===== config.mk =====
export PLATFORM = sky130hd
export DESIGN_NAME = led_status_pattern_animator
export DESIGN_NICKNAME = d
export VERILOG_FILES = /design/src/sv/lsa_pkg.sv /design/src/sv/lsa_show.sv /design/src/sv/lsa_state.sv /design/src/sv/led_status_pattern_animator.sv
export SDC_FILE = /design/constraint.sdc
export NUM_CORES = 1
export LEC_CHECK = 0
export BUFFER_PORTS_ARGS = -buffer_cell sky130_fd_sc_hd__buf_2
export CORE_MARGIN = 2
export CORE_UTILIZATION = 35
export DETAILED_ROUTE_END_ITERATION = 10
export REMOVE_ABC_BUFFERS = 1
export SLEW_MARGIN = 20
export SYNTH_ARGS = -nofsm -noshare
export SYNTH_HDL_FRONTEND = slang
export SYNTH_SLANG_ARGS = --single-unit

===== constraint.sdc =====
create_clock -name clk_i -period 11.7 [get_ports clk_i]
set_input_delay 0.585 -clock clk_i [delete_from_list [all_inputs] [get_ports clk_i]]
set_output_delay 0.585 -clock clk_i [all_outputs]
set_load 0.05 [all_outputs]

===== src/sv/lsa_pkg.sv =====
`timescale 1ns / 1ps
`default_nettype none

package lsa_pkg;

  // Default width of the frame count, sign bit excluded
  localparam int COUNT_BITS = 16;

  localparam int PATTERN_W = 3;
  localparam int LEVEL_W   = 7;
  localparam int FRAME_W   = 7;
  localparam int KIND_W    = 2;
  localparam int CFG_IDX_W = 2;
  localparam int CFG_DATA_W = 2;

  // Animation frame counter wraps after this frame
  localparam logic [FRAME_W-1:0] FRAME_LAST = 7'd119;

  // Item operations
  localparam logic OP_TICK  = 1'b0;
  localparam logic OP_START = 1'b1;

  // Pattern codes
  localparam logic [PATTERN_W-1:0] PAT_OFF     = 3'd0;
  localparam logic [PATTERN_W-1:0] PAT_IDLE    = 3'd1;
  localparam logic [PATTERN_W-1:0] PAT_WAITING = 3'd2;
  localparam logic [PATTERN_W-1:0] PAT_FAILURE = 3'd3;
  localparam logic [PATTERN_W-1:0] PAT_SUCCESS = 3'd4;

  // Indicator kinds
  localparam logic [KIND_W-1:0] KIND_RGB  = 2'd0;
  localparam logic [KIND_W-1:0] KIND_LEDS = 2'd1;
  localparam logic [KIND_W-1:0] KIND_NONE = 2'd2;

  // Configuration register indexes
  localparam logic [CFG_IDX_W-1:0] CFG_ENABLE     = 2'd0;
  localparam logic [CFG_IDX_W-1:0] CFG_KIND       = 2'd1;
  localparam logic [CFG_IDX_W-1:0] CFG_CONTINUOUS = 2'd2;

  localparam logic [LEVEL_W-1:0] LEVEL_FULL = 7'd100;

  // Frame to display, handed from the sequencer to the pattern decoder
  typedef struct packed {
    logic                 valid;
    logic                 ended;
    logic [PATTERN_W-1:0] pattern;
    logic [FRAME_W-1:0]   frame;
  } show_req_t;

  // Decoded indicator levels
  typedef struct packed {
    logic [LEVEL_W-1:0] red;
    logic [LEVEL_W-1:0] green;
    logic [LEVEL_W-1:0] blue;
    logic [3:0]         led;
  } levels_t;

  // Frame index modulo 40, for indexes below 120
  function automatic logic [5:0] mod40(input logic [FRAME_W-1:0] f);
    logic [FRAME_W-1:0] m;
    m = f;
    if (m >= 7'd80) m = m - 7'd80;
    if (m >= 7'd40) m = m - 7'd40;
    return m[5:0];
  endfunction

  // Frame index modulo 12, restoring subtraction
  function automatic logic [3:0] mod12(input logic [FRAME_W-1:0] f);
    logic [FRAME_W-1:0] m;
    m = f;
    if (m >= 7'd96) m = m - 7'd96;
    if (m >= 7'd48) m = m - 7'd48;
    if (m >= 7'd24) m = m - 7'd24;
    if (m >= 7'd12) m = m - 7'd12;
    return m[3:0];
  endfunction

endpackage

`default_nettype wire


===== src/sv/lsa_show.sv =====
`timescale 1ns / 1ps
`default_nettype none

module lsa_show (
  input  wire logic [lsa_pkg::PATTERN_W-1:0] pattern_i,
  input  wire logic [lsa_pkg::FRAME_W-1:0]   frame_i,
  input  wire logic [lsa_pkg::KIND_W-1:0]    kind_i,
  output lsa_pkg::levels_t                   levels_o
);

  logic [5:0]                  m40;
  logic [5:0]                  m20;
  logic [3:0]                  m12;
  logic [3:0]                  wave;
  logic                        blink;
  logic [lsa_pkg::LEVEL_W-1:0] r;
  logic [lsa_pkg::LEVEL_W-1:0] g;
  logic [lsa_pkg::LEVEL_W-1:0] b;
  logic [3:0]                  led;

  // Reduce the frame index for each pattern period
  always_comb begin
    m40 = lsa_pkg::mod40(frame_i);
    m20 = (m40 >= 6'd20) ? (m40 - 6'd20) : m40;
    m12 = lsa_pkg::mod12(frame_i);
  end

  // Decode one frame of the pattern
  always_comb begin
    r     = '0;
    g     = '0;
    b     = '0;
    led   = '0;
    blink = 1'b0;
    wave  = '0;
    case (pattern_i)
      lsa_pkg::PAT_IDLE: begin
        g      = (m40 >= 6'd20) ? {1'b0, m40 - 6'd20} : {1'b0, 6'd20 - m40};
        b      = 7'd20;
        blink  = (m40 < 6'd20);
        led[0] = blink;
        led[3] = ~blink;
      end
      lsa_pkg::PAT_WAITING: begin
        wave   = (m20 >= 6'd10) ? 4'(m20 - 6'd10) : 4'(6'd10 - m20);
        g      = {3'b000, wave};
        r      = ({3'b000, wave} << 3) + ({3'b000, wave} << 1);
        led[0] = (frame_i[1:0] == 2'd0);
        led[1] = (frame_i[1:0] == 2'd1);
        led[2] = (frame_i[1:0] == 2'd3);
        led[3] = (frame_i[1:0] == 2'd2);
      end
      lsa_pkg::PAT_FAILURE: begin
        blink = (m20 < 6'd15);
        r     = blink ? lsa_pkg::LEVEL_FULL : '0;
        led   = {4{blink}};
      end
      lsa_pkg::PAT_SUCCESS: begin
        blink = (m12 < 4'd3);
        g     = blink ? lsa_pkg::LEVEL_FULL : '0;
        led   = {blink, ~blink, ~blink, blink};
      end
      default: begin
        r = '0;
      end
    endcase
  end

  // Route levels to the configured indicator
  always_comb begin
    levels_o = '0;
    case (kind_i)
      lsa_pkg::KIND_RGB: begin
        levels_o.red   = r;
        levels_o.green = g;
        levels_o.blue  = b;
      end
      lsa_pkg::KIND_LEDS: begin
        levels_o.led = led;
      end
      default: begin
        levels_o = '0;
      end
    endcase
  end

endmodule

`default_nettype wire


===== src/sv/lsa_state.sv =====
`timescale 1ns / 1ps
`default_nettype none

module lsa_state #(
  parameter int COUNT_BITS = lsa_pkg::COUNT_BITS
) (
  input  wire logic                            clk_i,
  input  wire logic                            rst_ni,
  input  wire logic                            fire_i,
  input  wire logic                            op_i,
  input  wire logic [lsa_pkg::PATTERN_W-1:0]   pattern_i,
  input  wire logic [COUNT_BITS:0]             frames_i,
  input  wire logic                            enable_i,
  input  wire logic                            continuous_i,
  output lsa_pkg::show_req_t                   req_o
);

  logic                          running_q, running_d;
  logic [lsa_pkg::PATTERN_W-1:0] pattern_q, pattern_d;
  logic [COUNT_BITS:0]           frames_q, frames_d;
  logic [lsa_pkg::FRAME_W-1:0]   frame_q, frame_d;

  logic tick;
  logic start;
  logic stop;
  logic fall_back;

  always_comb begin
    tick      = fire_i && (op_i == lsa_pkg::OP_TICK);
    start     = fire_i && (op_i == lsa_pkg::OP_START);
    stop      = (frames_q == '0) || (pattern_q == lsa_pkg::PAT_OFF);
    fall_back = continuous_i && enable_i;
  end

  // Select the frame to show for this tick
  always_comb begin
    req_o.valid = tick && running_q;
    req_o.ended = stop;
    if (stop) begin
      req_o.pattern = fall_back ? lsa_pkg::PAT_IDLE : lsa_pkg::PAT_OFF;
      req_o.frame   = '0;
    end else begin
      req_o.pattern = pattern_q;
      req_o.frame   = frame_q;
    end
  end

  // Advance the run
  always_comb begin
    running_d = running_q;
    pattern_d = pattern_q;
    frames_d  = frames_q;
    frame_d   = frame_q;
    if (start && enable_i) begin
      running_d = 1'b1;
      pattern_d = pattern_i;
      frames_d  = frames_i;
      frame_d   = '0;
    end else if (tick && running_q) begin
      if (stop) begin
        if (fall_back) begin
          pattern_d = lsa_pkg::PAT_IDLE;
          frames_d  = '1;
          frame_d   = {{(lsa_pkg::FRAME_W-1){1'b0}}, 1'b1};
        end else begin
          running_d = 1'b0;
        end
      end else begin
        // endless runs keep their negative count
        if (!frames_q[COUNT_BITS]) begin
          frames_d = frames_q - {{COUNT_BITS{1'b0}}, 1'b1};
        end
        frame_d = (frame_q == lsa_pkg::FRAME_LAST) ? '0 : frame_q + 1'b1;
      end
    end
  end

  always_ff @(posedge clk_i or negedge rst_ni) begin
    if (!rst_ni) begin
      running_q <= 1'b1;
      pattern_q <= lsa_pkg::PAT_OFF;
      frames_q  <= '1;
      frame_q   <= '0;
    end else begin
      running_q <= running_d;
      pattern_q <= pattern_d;
      frames_q  <= frames_d;
      frame_q   <= frame_d;
    end
  end

  a_frame_in_range: assert property (@(posedge clk_i) disable iff (!rst_ni)
    frame_q <= lsa_pkg::FRAME_LAST)
    else $error("frame index beyond wrap point");

  a_stop_on_end_tick: assert property (@(posedge clk_i) disable iff (!rst_ni)
    $fell(running_q) |-> $past(tick) && $past(stop))
    else $error("run stopped without an ending tick");

  a_endless_kept: assert property (@(posedge clk_i) disable iff (!rst_ni)
    frames_q[COUNT_BITS] && !start |=> frames_q[COUNT_BITS])
    else $error("endless count turned positive without a start");

endmodule

`default_nettype wire


===== src/sv/led_status_pattern_animator.sv =====
`timescale 1ns / 1ps
`default_nettype none

// Status LED pattern animator.
// Input channel (in_valid_i / in_stall_o): op_i selects a frame tick or a
// pattern start; if enabled, a start loads pattern_i and frames_i (negative: endless).
// Output channel (out_valid_o / out_stall_i): one item per tick of an
// active run, carrying RGB levels or four LED states and run_ended_o.
// Starts and ticks of an inactive run produce no output item.
// An output item is registered, valid the cycle after its tick is accepted.
// Throughput: one input item per cycle; the input is stalled only while a
// held output item is stalled by the receiver.
// Configuration: cfg_we_i writes register cfg_idx_i (0 enable, 1 indicator
// kind, 2 continuous mode) with cfg_data_i.
// Reset: enable 1, RGB kind, continuous mode off, and an active off
// pattern, so the first tick ends the run at once.
// While the receiver stalls a held output item, it holds and no new item is taken.

module led_status_pattern_animator #(
  parameter int COUNT_BITS = lsa_pkg::COUNT_BITS
) (
  input  wire logic                             clk_i,
  input  wire logic                             rst_ni,
  input  wire logic                             in_valid_i,
  output logic                                  in_stall_o,
  input  wire logic                             op_i,
  input  wire logic [lsa_pkg::PATTERN_W-1:0]    pattern_i,
  input  wire logic signed [COUNT_BITS:0]       frames_i,
  output logic                                  out_valid_o,
  input  wire logic                             out_stall_i,
  output logic [lsa_pkg::LEVEL_W-1:0]           red_o,
  output logic [lsa_pkg::LEVEL_W-1:0]           green_o,
  output logic [lsa_pkg::LEVEL_W-1:0]           blue_o,
  output logic                                  led_one_o,
  output logic                                  led_two_o,
  output logic                                  led_three_o,
  output logic                                  led_four_o,
  output logic                                  run_ended_o,
  input  wire logic                             cfg_we_i,
  input  wire logic [lsa_pkg::CFG_IDX_W-1:0]    cfg_idx_i,
  input  wire logic [lsa_pkg::CFG_DATA_W-1:0]   cfg_data_i
);

  logic                       enable_q;
  logic [lsa_pkg::KIND_W-1:0] kind_q;
  logic                       continuous_q;

  logic               in_fire;
  logic               out_valid_q;
  lsa_pkg::levels_t   levels_q;
  logic               ended_q;
  lsa_pkg::show_req_t req;
  lsa_pkg::levels_t   lvl;

  // Write configuration registers
  always_ff @(posedge clk_i or negedge rst_ni) begin
    if (!rst_ni) begin
      enable_q     <= 1'b1;
      kind_q       <= lsa_pkg::KIND_RGB;
      continuous_q <= 1'b0;
    end else if (cfg_we_i) begin
      case (cfg_idx_i)
        lsa_pkg::CFG_ENABLE:     enable_q     <= cfg_data_i[0];
        lsa_pkg::CFG_KIND:       kind_q       <= cfg_data_i;
        lsa_pkg::CFG_CONTINUOUS: continuous_q <= cfg_data_i[0];
        default: begin
          enable_q <= enable_q;
        end
      endcase
    end
  end

  // Hold the input while a stalled output item waits
  assign in_stall_o = out_valid_q && out_stall_i;
  assign in_fire    = in_valid_i && !in_stall_o;

  lsa_state #(
    .COUNT_BITS(COUNT_BITS)
  ) u_state (
    .clk_i       (clk_i),
    .rst_ni      (rst_ni),
    .fire_i      (in_fire),
    .op_i        (op_i),
    .pattern_i   (pattern_i),
    .frames_i    (frames_i),
    .enable_i    (enable_q),
    .continuous_i(continuous_q),
    .req_o       (req)
  );

  lsa_show u_show (
    .pattern_i(req.pattern),
    .frame_i  (req.frame),
    .kind_i   (kind_q),
    .levels_o (lvl)
  );

  // Output register: load on a producing tick, drop when taken
  always_ff @(posedge clk_i or negedge rst_ni) begin
    if (!rst_ni) begin
      out_valid_q <= 1'b0;
    end else if (in_fire && req.valid) begin
      out_valid_q <= 1'b1;
    end else if (!out_stall_i) begin
      out_valid_q <= 1'b0;
    end
  end

  always_ff @(posedge clk_i) begin
    if (in_fire && req.valid) begin
      levels_q <= lvl;
      ended_q  <= req.ended;
    end
  end

  assign out_valid_o = out_valid_q;
  assign red_o       = levels_q.red;
  assign green_o     = levels_q.green;
  assign blue_o      = levels_q.blue;
  assign led_one_o   = levels_q.led[0];
  assign led_two_o   = levels_q.led[1];
  assign led_three_o = levels_q.led[2];
  assign led_four_o  = levels_q.led[3];
  assign run_ended_o = ended_q;

  a_valid_from_tick: assert property (@(posedge clk_i) disable iff (!rst_ni)
    $rose(out_valid_q) |-> $past(in_fire) && $past(req.valid))
    else $error("output item without an accepted tick");

  a_kind_gating: assert property (@(posedge clk_i) disable iff (!rst_ni)
    (kind_q != lsa_pkg::KIND_RGB) |->
      (lvl.red == '0) && (lvl.green == '0) && (lvl.blue == '0))
    else $error("RGB levels driven for a non-RGB indicator");

  a_level_range: assert property (@(posedge clk_i) disable iff (!rst_ni)
    out_valid_q |-> (levels_q.red <= lsa_pkg::LEVEL_FULL) &&
      (levels_q.green <= lsa_pkg::LEVEL_FULL) &&
      (levels_q.blue <= lsa_pkg::LEVEL_FULL))
    else $error("brightness above full scale");

endmodule

`default_nettype wire

# [After elaboration in Yosys (flattened, before gate mapping)]
# Index checks and enable logic that the tools add are counted.
[word_totals] input_bits=30 output_inout_bits=28 ramBits=0 romBits=0 word_cells=120 latchBits=0 mem_count=0 regBits=59
[classes] reduce_logical=25 n_eq_ne=15 div=0 magnitude_cmp=11 n_mul=0 shifts=0 muxes=39 add_sub_neg=13 bitwise=3
[op_table] operator="$mux 17" count=5
[op_table] operator="$mux 7" count=11
[op_table] operator="$pmux 7 s3" count=1
[op_table] operator="$mux 6" count=3
[op_table] operator="$logic_not 17->1" count=1
[op_table] operator="$sub 17x1->17 const B" count=1
[op_table] operator="$ge 7x6->1 const B" count=2
[op_table] operator="$ge 7x7->1 const B" count=2
[op_table] operator="$pmux 7 s2" count=1
[op_table] operator="$sub 7x7->7 const B" count=2
[op_table] operator="$mux 3" count=4
[op_table] operator="$mux 10" count=1
[op_table] operator="$reduce_and 3->1" count=3
[op_table] operator="$logic_and 1x1->1" count=8
[op_table] operator="$mux 4" count=2
[op_table] operator="$pmux 1 s4" count=2
[op_table] operator="$reduce_and 2->1" count=4
[op_table] operator="$sub 4x4->4 const B" count=2
[op_table] operator="$add 7x1->7 const B" count=1
[op_table] operator="$add 7x5->7" count=1
[op_table] operator="$eq 7x7->1 const B" count=1
[op_table] operator="$ge 7x4->1 const B" count=1
[op_table] operator="$ge 7x5->1 const B" count=1
[op_table] operator="$mux 1" count=7
[op_table] operator="27 further kinds" count=39

# [Longest topological paths before layout]
# Gate-level depths: netlist of run 1.
[depth] depth_word=14 mapped_depth=26 ltp_nobuf=24

# [By module]
# Synthesis of run 1 repeated with hierarchy kept, for this count alone.
[hier_totals] hier_cells=496 area_unflattened_um2=4556.9
[modules_own_cells] mod="lsa_state" cells_each=220 seq_area_each_um2=723.2 area_per_inst_um2=1971.9 instances=1
[modules_own_cells] mod="lsa_show" cells_each=233 seq_area_each_um2=0.0 area_per_inst_um2=1584.0 instances=1
[modules_own_cells] mod="led_status_pattern_animator" cells_each=43 seq_area_each_um2=907.1 area_per_inst_um2=1001.0 instances=1

# [Least setup slack after synthesis of run 1]
# OpenSTA, ideal clock, no wires.
[synth_timing] path_kind="reg2reg" start="reg u_state.frames_q[0]" end="reg levels_q (netlist bit red_o[5]) (data pin)" synth_period_minus_slack_ps=5873 t_arrival_ps=5612 required_ps=11439 setup_time_ps=261 path_buffers=2 slack_ps=5827 path_stages_with_launch=27 cell_sequence="dfstp_2 > inv_1 > ha_1 > nor4b_2 > and4_4 > nor2_1 > clkbuf_1 > nand2_1 > ha_1 > nand4b_1 > nor3_1 > or3_1 > clkbuf_1 > a311oi_1 > a211o_1 > ha_1 > inv_1 > a31oi_1 > o21ai_0 > a211oi_1 > nor2_1 > mux2i_1 > ha_1 > inv_1 > fa_1 > and3b_1 > o311a_1"
[synth_via] elab_chain_len=13 word_cells_on_any_way=22 cone_classes="add/sub: 6; order compare: 5; eq/ne: 2; mux: 7; reduce/logical: 2"
[synth_lines] item="start: declaration" line_no="lsa_state.sv:20" source="logic [COUNT_BITS:0] frames_q, frames_d;"
[synth_lines] item="start signal: assignment" line_no="lsa_state.sv:87" source="frames_q <= frames_d;"
[synth_lines] item="$logic_not 17->1 (*)" line_no="lsa_state.sv:31" source="stop = (frames_q == '0) || (pattern_q == lsa_pkg::PAT_OFF);"
[synth_lines] item="$logic_or 1x1->1 (*)" line_no="lsa_state.sv:31"
[synth_lines] item="$mux 10 (*)" line_no="lsa_state.sv:39" source="if (stop) begin"
[synth_lines] item="$sub 7x7->7 / $ge 7x7->1 (equally long branches)" line_no="lsa_pkg.sv:62" source="if (m >= 7'd80) m = m - 7'd80;"
[synth_lines] item="$mux 7" line_no="lsa_pkg.sv:62"
[synth_lines] item="$sub 6x6->6 / $ge 7x6->1 (equally long branches)" line_no="lsa_pkg.sv:63" source="if (m >= 7'd40) m = m - 7'd40;"
[synth_lines] item="$mux 6" line_no="lsa_pkg.sv:63"
[synth_lines] item="$sub 6x5->6 / $ge 6x5->1 (equally long branches)" line_no="lsa_show.sv:24" source="m20 = (m40 >= 6'd20) ? (m40 - 6'd20) : m40;"
[synth_lines] item="$mux 6" line_no="lsa_show.sv:24"
[synth_lines] item="$ge 6x4->1 / $sub 4x4->4 (equally long branches)" line_no="lsa_show.sv:45" source="wave = (m20 >= 6'd10) ? 4'(m20 - 6'd10) : 4'(6'd10 - m20);"
[synth_lines] item="$mux 4" line_no="lsa_show.sv:45"
[synth_lines] item="$add 7x5->7" line_no="lsa_show.sv:47" source="r = ({3'b000, wave} << 3) + ({3'b000, wave} << 1);"
[synth_lines] item="$pmux 7 s2 (*)" line_no="lsa_show.sv:36" source="case (pattern_i)"
[synth_lines] item="end signal: assignment" line_no="led_status_pattern_animator.sv:111" source="levels_q <= lvl;"
[synth_lines] item="end: declaration" line_no="led_status_pattern_animator.sv:50" source="lsa_pkg::levels_t levels_q;"
# Every way passes the cells marked *; elsewhere a longest branch is shown, timed or not.
# A chain may end at the register's enable or synchronous reset.

# [Worst setup path after layout of run 1]
# Ends and elaborated chain as after synthesis.

==> impl_metrics.json, run 1 <==
{
  "grt_max_degree": 34,
  "tns_ns": 0,
  "path_clk_slew_ns": 0.07,
  "p_leak_uw": 0.001881,
  "peakVddDrop_mv": 0.08670,
  "wl_met1_mm": 4.476,
  "finalSetupViolCount": 0,
  "chipHeight_um": 110.2,
  "grt_use_total": 0.1703,
  "ant_nets": 0,
  "io_buffer_count": 51,
  "clkLatencyLatePin_ns": 0.29,
  "nets": 550,
  "drc_errors": 0,
  "synth_edf_count": 19,
  "p_switching_uw": 479.5,
  "cts.repair.resized": 0,
  "grt_first_pass_wirelength_mm": 16.51,
  "critical_path_class": "flip-flop to flip-flop",
  "worstMarginPinSlew_ns": 0.9035,
  "r2r_cells": 24,
  "synthTopCellsByArea": "edfxtp_1 14%, dfstp_2 13%, dfrtp_1 8.9%, ha_1 6.0%, a21oi_1 6.0%",
  "yosys.area.top_type": "edfxtp_1",
  "setup_slack_ns": 4.758,
  "p_int_uw": 534.6,
  "drt_iter0_markers": 249,
  "worstPathArrival_ns": 6.99,
  "ys_seq_area_frac": 0.3599,
  "ios": 58,
  "route.met2.wl_mm": 4.771,
  "vias": 3586,
  "fin_util": 0.4024,
  "ys_async_sr_fraction": 0.6346,
  "root_buffer": "clkbuf_16",
  "skew_ns": 0.006021,
  "grt_pass1_vias": 3448,
  "hold_buffers": 0,
  "dpl_worst_slack_ns": 4.800,
  "yosysUniqueCellTypes": 71,
  "synth_top_area_share": 0.1446,
  "synth-seq-cells": 52,
  "cts_setup_buffers": 0,
  "start_util": 0.3609,
  "rows": 38,
  "required_ns": 11.74,
  "fill_cells": 1154,
  "crit_path_max_fanout": 16,
  "syn-instance-count": 465,
  "cts_tree": "built",
  "cts_buffer_depth": 2,
  "fin_crit_ns": 6.942,
  "wirelength_mm": 9.914,
  "endpoint_kind": "flip-flop",
  "numCtsBuffers": 5,
  "fin_crit_sh": 0.5934,
  "viasPerCell": 5.594,
  "wl_per_cell_um": 15.47,
  "met3_length_um": 558,
  "rrSetupSlack_ns": 4.76,
  "hold_viol": 0,
  "grt.overflow.total": 0,
  "htree_levels": 2,
  "comb_power_share": 0.522,
  "report.final.slew_viol_count": 0,
  "rsz0062_at_grt": "false",
  "synth.top_cells.by_count": "48 x nand2_1, 47 x a21oi_1, 40 x nor2_1",
  "drt-pass1-iter-count": 5,
  "die_area_um2": 12140,
  "coreArea_um2": 10940,
  "cap_viol_max_count": 0,
  "syn_area_um2": 3946,
  "worst_slew_margin_rel": 0.3930,
  "switching_share": 0.4728,
  "place_hpwl_mm": 7.233,
  "min_path_type": "input pin to async pin",
  "drive_above_1_share": 0.2016,
  "r2r-end": "red_o[5]",
  "yosysWarnings": 0,
  "cp-start-kind": "flip-flop",
  "synth_flop_cell": "edfxtp_1",
  "p_per_area_nw_per_um2": 230.5,
  "yosysMostFrequentCell": "nand2_1",
  "routed.top_layer": "met4",
  "area_growth_pct": 11.51,
  "pwr-share-seq": 0.334,
  "diodes": 0,
  "synth_area_per_cell_um2": 8.487,
  "status": "complete, no violations",
  "max_freq_mhz": 144.0,
  "antenna_found_initial": 0,
  "cts.sinks": 52,
  "gp_congestion": 0.8668,
  "clkPwrFrac": 0.144,
  "r2r-start": "u_state.frames_q[0]",
  "die_w_um": 110.2
}
==> area by class of cell <==
cell class,instances,area [um2],share of cell area
clock inverter,2,11.26,0.002559
timing repair buffer,53,270.3,0.06142
clock buffer,6,128.9,0.02929
sequential,52,1420,0.3227
tap,140,175.2,0.03981
multi-input combinational,363,2301,0.5229
inverter,25,93.84,0.02132
==> critical path, cell delays in order, from the launching register on <==
cell	delay, ns
dfstp_2	0.55
inv_1	0.07
ha_1	0.19
nor4b_2	0.16
and4_4	0.24
nor2_1	0.70
nand2_1	0.36
ha_1	0.34
nand4b_1	0.14
nor3_1	0.07
or3_1	0.44
a311oi_1	0.32
a211o_1	0.22
ha_1	0.17
inv_1	0.04
a31oi_1	0.25
o21ai_0	0.12
a211oi_1	0.42
nor2_1	0.18
mux2i_1	0.44
ha_1	0.27
inv_1	0.07
fa_1	0.44
and3b_1	0.20
o311a_1	0.28
==> power groups by stage <==
stage / Sequential, uW / Combinational [uW] / Clock [uW]
2_1_floorplan: 353 / 369 / 0
3_3_place_gp: 338 / 509 / 0
3_5_place_dp: 341 / 524 / 0
4_1_cts: 338 / 528 / 152
5_1_grt: 350 / 595 / 160
6_report: 339 / 529 / 146
==> layer usage <==
metal / track usage / vias to the layer above
met4: 0.03750 / 0
met1: 0.2234 / 1692
met3: 0.02822 / 11
met2: 0.2945 / 111
li1: - / 1772
met5: 0 / -
==> through the flow <==
stage / std cells / hold WS, ns / instance area [um2] / power, uW
floorplan: 440 / 0.2894 / 3804 / 721.9
global placement: 633 / 0.4495 / 4253 / 847.2
detailed placement: 633 / 0.4533 / 4260 / 865.7
CTS: 641 / 0.3926 / 4400 / 1019
global route: 641 / 0.4160 / 4400 / 1104
finish: 641 / 0.3703 / 4400 / 1014
==> flip-flops by register name, summed over array words and instances, names as in the netlist, 2 cells and up <==
name	count
u_state.frames_q	17
green_o	7
u_state.frame_q	7
red_o	6
u_state.pattern_q	3
kind_q	2
==> cell usage in the layout (no fill, tap or decap), types with 6 or more instances in the layout <==
| master | netlist | final |
|---|---|---|
| a21oi_1 | 47 | 46 |
| buf_2 | 3 | 51 |
| conb_1 | 1 | 6 |
| dfrtp_1 | 14 | 14 |
| dfstp_2 | 19 | 19 |
| edfxtp_1 | 19 | 19 |
| ha_1 | 19 | 19 |
| inv_1 | 25 | 25 |
| mux2i_1 | 6 | 6 |
| nand2_1 | 48 | 48 |
| nand2b_1 | 7 | 7 |
| nand3_1 | 20 | 20 |
| nand4_1 | 6 | 6 |
| nor2_1 | 40 | 40 |
| nor3_1 | 11 | 11 |
| o211ai_1 | 8 | 8 |
| o21ai_0 | 28 | 28 |
| or3_1 | 11 | 11 |
==> cell families after synthesis <==
kind of cell,count (synthesis),share of synthesized area
simple gates,181,0.2416
compound gates,137,0.2200
buf+inv,55,0.06468
flops,52,0.3599
fa+ha+maj,21,0.06785
mux,11,0.02949
xor+xnor,7,0.01554
other cells,1,0.0009503
==> worst max-delay path by stage <==
stage | start | to | cells past startpoint | slack (ns)
after global routing | u_state.frames_q[0] | red_o[5] | 24 | 4.14
after global placement | u_state.frames_q[0] | red_o[5] | 24 | 5.10
final | u_state.frames_q[0] | red_o[5] | 24 | 4.76
after CTS | u_state.frames_q[0] | red_o[5] | 24 | 4.79
after floorplan | u_state.frames_q[0] | red_o[5] | 24 | 5.77
after detailed placement | u_state.frames_q[0] | red_o[5] | 24 | 4.80
(Power assumes the default switching activity.)
==> inputs of run 2 (changes only) <==
==> constraint.sdc (replaced) <==
create_clock -name clk_i -period 6.48 [get_ports clk_i]
set_input_delay 0.324 -clock clk_i [delete_from_list [all_inputs] [get_ports clk_i]]
set_output_delay 0.324 -clock clk_i [all_outputs]
set_load 0.05 [all_outputs]
==> impl_metrics.json, run 2 (synthesis results as in run 1) <==
{
  "status": "complete, no violations",
  "drt-pass1-iter-count": 5,
  "fin_total_pwr_uw": 1916,
  "max_freq_mhz": 169.9,
  "cp_top_family": "compound AO/OA/AOI/OAI gates",
  "max_stage_delay_ns": 0.55,
  "largest-register": "u_state.frames_q",
  "cts_tree": "built",
  "wl_per_cell_um": 15.49,
  "cp-start-kind": "flip-flop",
  "cap_viol_max_count": 0,
  "crit_end": "red_o[5]",
  "setup_slack_ns": 0.5927,
  "cp.depth": 25,
  "final_area_um2": 4486,
  "wirelength_mm": 10.05,
  "r2r-end": "red_o[5]",
  "fill_cells": 1118,
  "numCtsBuffers": 5,
  "cts_setup_buffers": 0,
  "antenna_found_initial": 0,
  "tns_ns": 0,
  "htree_levels": 2,
  "report.final.slew_viol_count": 0,
  "peakVddDrop_mv": 0.1975,
  "die_area_um2": 12140,
  "worstMarginPinSlew_ns": 1.020,
  "comb_power_share": 0.523,
  "nets": 558,
  "drt_iter0_markers": 160,
  "multi_input_area_um2": 2298,
  "gp_congestion": 0.8255,
  "p_per_area_nw_per_um2": 427.1,
  "pwr-share-seq": 0.319,
  "rsz0062_at_grt": "false",
  "area_growth_pct": 13.67,
  "post_dp_cell_area_um2": 4313,
  "cp-startpoint": "u_state.frames_q[0]",
  "grt_pass1_vias": 3445,
  "drc_errors": 0,
  "cts_buffer_depth": 2,
  "diodes": 0,
  "path_clk_slew_ns": 0.07,
  "largest_reg_flops": 17,
  "crit_path_max_fanout": 13,
  "min_path_type": "input pin to async pin",
  "ant_nets": 0,
  "clkLatencyLatePin_ns": 0.29,
  "cts.repair.resized": 0,
  "fin_crit_sh": 0.9085,
  "crit_path_top_delay_cell": "dfstp_2",
  "hold_buffers": 0,
  "register_area_um2": 1420,
  "worst_slew_margin_rel": 0.3177,
  "vias": 3603,
  "r2r-start": "u_state.frames_q[0]",
  "rrSetupSlack_ns": 0.59,
  "p_leak_uw": 0.001927,
  "drive_above_1_share": 0.2181,
  "layout_commonest_cell": "buf_2",
  "skew_ns": 0.004652,
  "mostFrequentLayoutCells": "51 x buf_2, 48 x nand2_1, 46 x a21oi_1",
  "grt_max_degree": 34,
  "coreArea_um2": 10940,
  "cts.sinks": 52,
  "place_hpwl_mm": 7.268,
  "grt.overflow.total": 0,
  "viasPerCell": 5.552,
  "fin_crit_ns": 5.887,
  "r2r_cells": 25,
  "cp_num_buf_inv": 4,
  "required_ns": 6.53,
  "start_util": 0.3609,
  "grt_use_total": 0.1702,
  "switching_share": 0.4601,
  "p_int_uw": 1034,
  "critical_path_class": "flip-flop to flip-flop",
  "p_switching_uw": 881.4,
  "grt_first_pass_wirelength_mm": 16.52,
  "io_buffer_count": 51,
  "chipHeight_um": 110.2,
  "hold_viol": 0,
  "dpl_worst_slack_ns": 0.5160,
  "finalSetupViolCount": 0,
  "die_w_um": 110.2,
  "crit_path_frequent_cell": "ha_1",
  "rows": 38,
  "endpoint_kind": "flip-flop",
  "worstPathArrival_ns": 5.93,
  "ios": 58,
  "root_buffer": "clkbuf_16",
  "clkPwrFrac": 0.158
}
run 2: cell types whose count changed in the layout (fill, tap and decap cells not counted), sizes merged:
cell,before,now
buf,53,61
bufinv,0,1
clkbuf,6,5
clkinvlp,0,1
inv,26,25
run 2: through the flow:
step | hold slack [ns] | std cells | utilization
after floorplan | 0.02841 | 440 | -
final | 0.1079 | 649 | 0.4102
after global placement | 0.4399 | 641 | 0.3944
after detailed placement | 0.4467 | 641 | 0.3944
after global routing | 0.1715 | 649 | 0.4102
after CTS | 0.1336 | 649 | 0.4097
run 2: how the worst min path moves through the flow:
stage          slack [ns]  depth (start not counted)              endpoint
6_report             0.11                          1  u_state.pattern_q[1]
5_1_grt              0.17                          1  u_state.pattern_q[1]
4_1_cts              0.13                          1  u_state.pattern_q[2]
3_5_place_dp         0.45                          1  u_state.pattern_q[2]
3_3_place_gp         0.44                          1  u_state.pattern_q[2]
2_1_floorplan        0.03                          0          continuous_q
run 2: per-layer routing:
layer	part of all wire	routed length, um	up-vias	global-route usage
li1	-	-	1781	-
met1	0.45	4500	1678	0.2255
met2	0.48	4828	128	0.2910
met3	0.060	600	16	0.02704
met4	0.012	123	0	0.04018
met5	0	0	-	0
run 2: layout make-up:
type | count | share of cell area
clock inverter | 3 | 0.009484
inverter | 25 | 0.02092
tap | 140 | 0.03905
timing repair buffer | 61 | 0.07364
clock buffer | 5 | 0.02789
sequential | 52 | 0.3166
multi-input combinational | 363 | 0.5124
run 2: power by group through the flow:
| stage | Clock (uW) | Sequential [uW] | Combinational (uW) |
|---|---|---|---|
| after floorplan | 0 | 637 | 667 |
| after global placement | 0 | 612 | 956 |
| after detailed placement | 0 | 615 | 978 |
| after CTS | 314 | 609 | 988 |
| after global routing | 327 | 630 | 1120 |
| final | 303 | 611 | 1000 |
